### src/hdl/trs_mb_pkg.sv
// Shared constants, types and arithmetic helpers of the TRS matrix builder.
package trs_mb_pkg;

  localparam int ANGLE_BITS_DEF = 16;
  localparam int FRAC_BITS_DEF  = 16;

  localparam int POS_W  = 32;
  localparam int ANG_W  = 16;
  localparam int SCL_W  = 24;
  localparam int MAT_W  = 32;
  localparam int ROT_W  = 34;
  localparam int TRIG_W = 31;
  localparam int AXES   = 3;
  localparam int MAT_N  = 12;

  localparam int SINQ_LAT = 24;
  localparam int DIV_Q_W  = 33;
  localparam int DIV_LAT  = DIV_Q_W + 2;

  localparam logic [TRIG_W-1:0] HALF_PI_Q30 = 31'd1686629713;
  localparam logic [TRIG_W-1:0] TRIG_ONE    = 31'd1073741824;

  localparam logic signed [MAT_W-1:0] MAT_MAX = 32'sh7FFFFFFF;
  localparam logic signed [MAT_W-1:0] MAT_MIN = 32'sh80000000;

  localparam logic [7:0] TAY_DIV [1:7] = '{8'd6, 8'd20, 8'd42, 8'd72, 8'd110, 8'd156, 8'd210};
  localparam logic [32:0] TAY_RECIP [1:7] = '{
    33'd5726623061, 33'd1717986918, 33'd818089008, 33'd477218588,
    33'd312361257, 33'd220254733, 33'd163617801
  };

  localparam logic ACT_FWD = 1'b0;
  localparam logic ACT_INV = 1'b1;

  localparam logic [1:0] QUAD_0 = 2'd0;
  localparam logic [1:0] QUAD_1 = 2'd1;
  localparam logic [1:0] QUAD_2 = 2'd2;
  localparam logic [1:0] QUAD_3 = 2'd3;

  typedef struct packed {
    logic                         action;
    logic [AXES-1:0][POS_W-1:0]   pos;
    logic [AXES-1:0][SCL_W-1:0]   scale;
    logic [AXES-1:0][1:0]         quad;
  } meta_t;

  function automatic logic signed [ROT_W-1:0] rmul30(input logic signed [ROT_W-1:0] a,
                                                     input logic signed [ROT_W-1:0] b);
    logic [ROT_W-1:0]   ma;
    logic [ROT_W-1:0]   mb;
    logic [2*ROT_W-1:0] p;
    logic [ROT_W-1:0]   m;
    ma = a[ROT_W-1] ? ROT_W'(-a) : ROT_W'(a);
    mb = b[ROT_W-1] ? ROT_W'(-b) : ROT_W'(b);
    p  = (2*ROT_W)'(ma) * (2*ROT_W)'(mb);
    p  = (p + ((2*ROT_W)'(1) << 29)) >> 30;
    m  = p[ROT_W-1:0];
    return (a[ROT_W-1] != b[ROT_W-1]) ? -$signed(m) : $signed(m);
  endfunction

  function automatic logic signed [MAT_W-1:0] sat32(input logic signed [63:0] v);
    logic signed [MAT_W-1:0] r;
    if (v > 64'sd2147483647) begin
      r = MAT_MAX;
    end else if (v < -64'sd2147483648) begin
      r = MAT_MIN;
    end else begin
      r = v[MAT_W-1:0];
    end
    return r;
  endfunction

endpackage

### src/hdl/trs_mb_div.sv
// Pipelined restoring divider for inverse-scale entries, one quotient bit per stage.
module trs_mb_div #(
  parameter int FRAC_BITS = trs_mb_pkg::FRAC_BITS_DEF
) (
  input  logic                                  clk_i,
  input  logic                                  en_i,
  input  logic signed [trs_mb_pkg::ROT_W-1:0]   num_i,
  input  logic [trs_mb_pkg::SCL_W-1:0]          scale_i,
  output logic signed [trs_mb_pkg::MAT_W-1:0]   q_o
);
  import trs_mb_pkg::*;

  localparam int SH_N = (2 * FRAC_BITS >= 30) ? 2 * FRAC_BITS - 30 : 0;
  localparam int SH_D = (2 * FRAC_BITS >= 30) ? 0 : 30 - 2 * FRAC_BITS;
  localparam int DW   = SCL_W + SH_D;
  localparam int NW   = ((ROT_W + SH_N > DW) ? ROT_W + SH_N : DW) + 1;
  localparam int QW   = DIV_Q_W;

  logic             neg;
  logic [ROT_W-1:0] mag;
  logic [DW-1:0]    dd;
  logic [NW-1:0]    nn;
  logic [NW-1:0]    hi;

  logic [DW-1:0] rem_q  [QW+1];
  logic [QW-1:0] nl_q   [QW+1];
  logic [QW-1:0] qb_q   [QW+1];
  logic [DW-1:0] d_q    [QW+1];
  logic          neg_q  [QW+1];
  logic          zero_q [QW+1];
  logic          ovf_q  [QW+1];

  logic signed [63:0]      qs;
  logic signed [MAT_W-1:0] res_d;
  logic signed [MAT_W-1:0] res_q;

  assign neg = num_i[ROT_W-1];
  assign mag = neg ? ROT_W'(-num_i) : ROT_W'(num_i);
  assign dd  = DW'(scale_i) << SH_D;
  assign nn  = (NW'(mag) << SH_N) + NW'(dd >> 1);
  assign hi  = nn >> QW;

  always_ff @(posedge clk_i) begin
    if (en_i) begin
      rem_q[0]  <= DW'(hi);
      nl_q[0]   <= nn[QW-1:0];
      qb_q[0]   <= '0;
      d_q[0]    <= dd;
      neg_q[0]  <= neg;
      zero_q[0] <= (mag == '0);
      ovf_q[0]  <= (hi >= NW'(dd));
    end
  end

  for (genvar i = 0; i < QW; i++) begin : g_step
    logic [DW:0] t;
    logic [DW:0] df;
    logic        ge;

    assign t  = {rem_q[i], nl_q[i][QW-1]};
    assign df = t - {1'b0, d_q[i]};
    assign ge = (t >= {1'b0, d_q[i]});

    always_ff @(posedge clk_i) begin
      if (en_i) begin
        rem_q[i+1]  <= ge ? df[DW-1:0] : t[DW-1:0];
        nl_q[i+1]   <= nl_q[i] << 1;
        qb_q[i+1]   <= {qb_q[i][QW-2:0], ge};
        d_q[i+1]    <= d_q[i];
        neg_q[i+1]  <= neg_q[i];
        zero_q[i+1] <= zero_q[i];
        ovf_q[i+1]  <= ovf_q[i];
      end
    end
  end

  assign qs = neg_q[QW] ? -$signed(64'(qb_q[QW])) : $signed(64'(qb_q[QW]));

  always_comb begin
    if (zero_q[QW]) begin
      res_d = '0;
    end else if (ovf_q[QW]) begin
      res_d = neg_q[QW] ? MAT_MIN : MAT_MAX;
    end else begin
      res_d = sat32(qs);
    end
  end

  always_ff @(posedge clk_i) begin
    if (en_i) begin
      res_q <= res_d;
    end
  end

  assign q_o = res_q;

endmodule

### config.mk
export PLATFORM = sky130hd
export DESIGN_NAME = trs_mb_div
export DESIGN_NICKNAME = d
export VERILOG_FILES = /design/src/hdl/trs_mb_pkg.sv /design/src/hdl/trs_mb_div.sv
export SDC_FILE = /design/constraint.sdc
export NUM_CORES = 2
export LEC_CHECK = 0
export ABC_AREA = 1
export BUFFER_PORTS_ARGS = -buffer_cell sky130_fd_sc_hd__buf_4
export CAP_MARGIN = 20
export CELL_PAD_IN_SITES_DETAIL_PLACEMENT = 0
export CELL_PAD_IN_SITES_GLOBAL_PLACEMENT = 1
export CORE_MARGIN = 2
export CORE_UTILIZATION = 35
export CTS_BUF_LIST = sky130_fd_sc_hd__clkbuf_2
export CTS_CLUSTER_SIZE = 8
export DETAILED_ROUTE_END_ITERATION = 8
export HOLD_SLACK_MARGIN = 0.15
export PLACE_DENSITY_LB_ADDON = 0.1
export SKIP_CTS_REPAIR_TIMING = 1
export SYNTH_ARGS = -nofsm -noshare
export SYNTH_HDL_FRONTEND = slang
export SYNTH_SLANG_ARGS = --single-unit
### constraint.sdc
create_clock -name clk_i -period 5.53 [get_ports clk_i]
set_input_delay 0.2765 -clock clk_i [delete_from_list [all_inputs] [get_ports clk_i]]
set_output_delay 0.2765 -clock clk_i [all_outputs]
set_load 0.03 [all_outputs]
[After elaboration in Yosys (flattened, before gate mapping)]
Memories as Yosys holds them, arrays and structs flattened.
Index checks and enable logic that the tools add are counted.
Storage, ports and cells
  RAM bits: 3978
  memories: 7
  output and inout port bits: 32
  word-level logic and storage cells: 122
  bits in registers: 32
  input bits: 60
Memory list
  nl_q: depth 34, bits a word 33, read ports 33, clocked after Yosys merged registers in 0, wr ports 34, RTL line trs_mb_div.sv:26  | logic [QW-1:0] nl_q [QW+1];
  qb_q: depth 34, bits a word 33, read ports 34, clocked after Yosys merged registers in 0, wr ports 34, RTL line trs_mb_div.sv:27  | logic [QW-1:0] qb_q [QW+1];
  d_q: depth 34, bits a word 24, read ports 33, clocked after Yosys merged registers in 0, wr ports 34, RTL line trs_mb_div.sv:28  | logic [DW-1:0] d_q [QW+1];
  rem_q: depth 34, bits a word 24, read ports 33, clocked after Yosys merged registers in 0, wr ports 34, RTL line trs_mb_div.sv:25  | logic [DW-1:0] rem_q [QW+1];
  neg_q: depth 34, bits a word 1, read ports 34, clocked after Yosys merged registers in 0, wr ports 34, RTL line trs_mb_div.sv:29  | logic neg_q [QW+1];
  ovf_q: depth 34, bits a word 1, read ports 34, clocked after Yosys merged registers in 0, wr ports 34, RTL line trs_mb_div.sv:31  | logic ovf_q [QW+1];
  1 more memories
Cells by class
  add/sub/neg operators: 36
  mux-type cells: 41
  reductions and logical operators: 1
  $lt $le $gt $ge: 36
Operators with widths (count)
  >= comparator 25 x 24 -> 1 bit: 33
  two-way mux 24 bit: 33
  subtractor 24 bit: 33
  two-way mux 32 bit: 4
  greater-than comparator 64 x 32 -> 1 bit (second input constant): 1
  less-than comparator 64 x 32 -> 1 bit (second input constant): 1
  two-way mux 64 bit: 1
  negation 33 -> 64 bit: 1
  adder 36 x 23 -> 37 bit: 1
  zero test 34 bit: 1
  two-way mux 34 bit: 1
  negation 34 bit: 1
  >= comparator 4 x 24 -> 1 bit: 1
  two-way mux 1 bit: 2

[Longest topological paths before layout]
An unclocked memory read counts as a cell.
  depth in word-level cells: 7
  mapped depth: 28
  depth with buffers taken out: 28

[Worst setup path after synthesis]
No wires, ideal clock.
  path kind: input to register
  start: input num_i[33] in the netlist's numbering
  end: memory ovf_q[0] (data pin)
  stages on the path: 22
  data arrival time: 3.318 ns
  path buffers: 3
  library setup time: 0.264 ns
  required time: 5.266 ns
  setup slack: 1.949 ns
  cell sequence: buf_2 > buf_1 > buf_2 > nand2_1 > o21ai_0 > inv_1 > ha_1 > nand2_1 > nor2_1 > nand4_1 > o211ai_1 > nand2_1 > nor2_2 > nand3_1 > nand2_1 > nand2_1 > ha_1 > inv_1 > a21boi_0 > o21a_1 > o21ai_0 > a211oi_1
RTL lines
  start, declared: RTL line trs_mb_div.sv:7  | input logic signed [trs_mb_pkg::ROT_W-1:0] num_i,
  end, declared: RTL line trs_mb_div.sv:31

==> metrics.md <==
| Metric | Value |
|---|---|
| Startpoint types | primary input |
| Reg clk slew, reported paths | roughly 90 ps |
| Worst hold path class | primary input to flip-flop |
| Vias in the first global route | 94,700 |
| Synth Area in Adders | around 7.7% |
| Post-synthesis sequential area ratio | slightly below 60% |
| Residual DRC | 0 |
| Fillcell total | 39,000 |
| Pre-Repair DR Iteration Count | 6 |
| WP data required | around 7400 ps |
| # IOs | ~90 |
| Post-synthesis compound-gate area fraction | about a tenth |
| Largest family of logic cells by synthesized area | simple AND/OR/NAND/NOR gates |
| Overall Global Routing Usage | approximately a fifth |
| Synth unique cells | a little under 70 |
| Maximum Capacitance Violations | 0 |
| Antenna Violating Nets Remaining | 0 |
| P per Cell Area | about 500 nW/um2 |
| Worst path depth | 24 |
| CP Class | primary input to flip-flop |
| Cells after Synth | approximately 13,000 |
| Worst path bufs/invs | 11 |
| Most used cell, CP | dlygate4sd3_1 |
| Status | completed |
| TritonCTS Buffers | 730 |
| Core area | approximately 400,000 um2 |
| Async set or reset register ratio after synthesis | 0% |
| Final GP Congestion | between 0.8 and 0.9 |
| Max Root-Sink Buffers | 4 |
| Achievable clock frequency | between 0.15 and 0.2 GHz |
| CP Capture Point | ovf_q[0] |
| IO Port Bufs | between 90 and 100 |
| Initial antenna violation count | 10 |
| Leakage | 0.0630 uW |
| Initial Util | 35.1% |
| Post-synth top area cell | edfxtp_1 |
| Commonest non-fill, non-tap cells in the layout | edfxtp_1, nand2_1, inv_1, clkbuf_2, o21ai_0 |
| Final WL | between 300,000 and 400,000 um |
| Post-route insts no fill | between 15,000 and 20,000 |
| Endpoints failing hold | 0 |
| Fin crit share | 98.7% |
| Detail Placement HPWL | between 200,000 and 300,000 um |
| TritonCTS clock tree | built |
| Avg WL per Cell | ~20 um |
| Via density | slightly below 5 |
| Worst r2r src | d_q[12][20] |
| Area of the mapped netlist | approximately 140,000 um2 |
| Multi-input gate area | between 40,000 and 50,000 um2 |
| Register area | slightly above 80,000 um2 |
| Worst path max stage delay | 670 ps |
| FP Rows | 231 |
| Clock Skews | slightly above 200 ps |
| Worst hold slack | between 200 and 300 ps |
| Final Power | between 70,000 and 80,000 uW |
| Register-to-Register Path Depth | 10 |
| Slowest CP cell | dlygate4sd3_1 |
| Placed cells | approximately 18,000 |
| H-tree Lvls | 6 |
| Worst-Margin Slew | slightly above 1000 ps |
| Synth Flop Type | edfxtp_1 |
| Avg Inst Size Synth | 10.9 um2 |
| Initial drt markers | approximately 6,500 |
| Area share of the largest cell type after synthesis | 59.7% |
| Setup slack, reg-to-reg | between 1500 and 2000 ps |
| Final setup fails | 0 |
| Commonest non-fill, non-tap cell in the layout | edfxtp_1 |
| Die height | around 630 um |
| Final max-slew violation count | 0 |
| Synth area leaders | edfxtp_1, ha_1, nand2_1, inv_1, o21ai_0 |
| Layout area overhead | 11.9% |
| Crit end category | flip-flop |
| Total grt overflow | 0 |
| Die ar. | 401,000 um2 |
| Largest net degree at the start of global routing | approximately 170 |
| Die Span X | roughly 630 um |
| Share of cells above drive strength 1 | around 11% |
| Synth Area in Simple Gates | a little over an eighth |
| EDFF count, synth | ~2,800 |
| Ys Warns | 0 |
| VDD IR max | ~180 uV |
| Worst setup path startpoint | num_i[26] |
| Mux contribution to synthesized area | 0% |
| Fraction of synthesized cell area in xor and xnor cells | 4.20% |
| Tmin final | ~5500 ps |
| CTS Sinks | approximately 2,800 |
| Vias | between 90,000 and 100k |
| Critical Path Fanout Max | 3 |
| Worst skew pair latency | around 2200 ps |
| Worst path cell trace | dlygate4sd3_1, dlygate4sd3_1, buf_4, dlygate4sd3_1, inv_1, nand2_1, nor2_1, nand2_1, nand2_1, nand3_1, dlygate4sd3_1, nand2_1, dlygate4sd3_1, nand3_1, dlygate4sd3_1, nor2_1, nand2b_1, dlygate4sd3_1, o21ai_1, dlygate4sd3_1, ha_1, dlygate4sd3_1, o21ai_0, a211oi_1 |
| Final nets | 14,600 |
| Relative slew margins | 31.7% |
| Critical R2R Capture | rem_q[13][21] |
| Cell family with most CP delay | buffers and inverters |
| Register bit count reported by yosys | ~2,800 |
| First-pass GRT wire length | between 500,000 and 600,000 um |
| TNS Setup | 0 ps |
| Data arrival, critical path | 7350 ps |
| CTS Root Cell | clkbuf_2 |
## layer usage
| metal | track usage [%] | routed length (um) |
|---|---|---|
| met1 | 24.5 | 172000 |
| met2 | 33.2 | 195000 |
| met3 | 2.64 | 14200 |
| met4 | 5.06 | 9080 |
| met5 | 0 | 123 |
## per-stage QoR
step	area [um2]	utilization [%]	worst slack (ps)
floorplan	139000	-	1950
global placement	146000	36.8	666
detailed placement	146000	36.9	844
CTS	152000	38.5	1960
global route	155000	39.2	-62.1
finish	155000	39.2	74.3
## tightest hold or removal path, delay by kind of cell
family	cells	cell delay, ps
buffers and inverters	3	1380
XOR/XNOR	1	60
AND/OR/NAND/NOR	5	500
## area by class of cell
type                    count  area share, %
diodes                      6        0.00968
clock buffers            1021           3.30
clock inverters           232          0.897
inverters                1567           3.81
multi-input cells        8235           31.6
flip-flops and latches   2755           53.4
well taps                5242           4.23
repair buffers            438           2.81
## registers in the layout, summed over array words and instances (netlist names)
register and count:
qb_q 561, nl_q 496, rem_q 772, neg_q 34
q_o 32, ovf_q 34, d_q 792, zero_q 34
## synth_stat cells, types with 7 or more instances
library cell / count
a21boi_0: 17
a21o_1: 98
a21oi_1: 832
a21oi_2: 9
a221oi_1: 32
a31oi_1: 98
and2_1: 7
and3_1: 10
buf_2: 82
buf_6: 39
clkbuf_1: 18
edfxtp_1: 2755
fa_1: 33
ha_1: 801
inv_1: 1539
inv_2: 17
inv_4: 8
nand2_1: 2488
nand2_2: 44
nand3_1: 507
nand3_2: 36
nand3b_1: 42
nand4_1: 149
nor2_1: 721
nor2_2: 11
nor3_1: 175
nor4_1: 90
nor4_2: 12
o211ai_1: 15
o21a_1: 40
o21ai_0: 864
o21ai_1: 92
o21ai_2: 160
o21bai_1: 77
o311ai_0: 30
or2_2: 28
xnor2_1: 390
xor2_1: 273
## kinds of logic (layout without fill, tap and decap cells)
logic type / after synthesis / count (layout)
AO/OA/AOI/OAI: 2394 / 2394
AND/OR/NAND/NOR: 4341 / 4341
flip-flops: 2755 / 2755
adder cells (fa/ha/maj): 834 / 834
XOR/XNOR: 664 / 664
other: 1 / 8
buffers and inverters: 1717 / 3258
## worst min path at each step
| stage | start | end | slack, ps | depth (start not counted) |
|---|---|---|---|---|
| final | num_i[23] | nl_q[0][27] | 300 | 9 |
| after global routing | num_i[23] | nl_q[0][27] | 170 | 9 |
| after CTS | scale_i[16] | d_q[0][16] | -2080 | 1 |
| after detailed placement | neg_q[13] | neg_q[14] | 400 | 0 |
| after global placement | qb_q[14][8] | qb_q[15][9] | 400 | 0 |
| after floorplan | scale_i[0] | d_q[0][0] | 380 | 0 |
## report_power, final
part | switching (uW) | internal (uW) | leakage, uW | total, uW
Sequential | 3040 | 28900 | 0.0271 | 31900
Combinational | 21400 | 11700 | 0.0310 | 33100
Clock | 8760 | 5520 | 0.00493 | 14300
Total | 33200 | 46100 | 0.0630 | 79300
No activity file was read; power rests on OpenSTA's default activity.
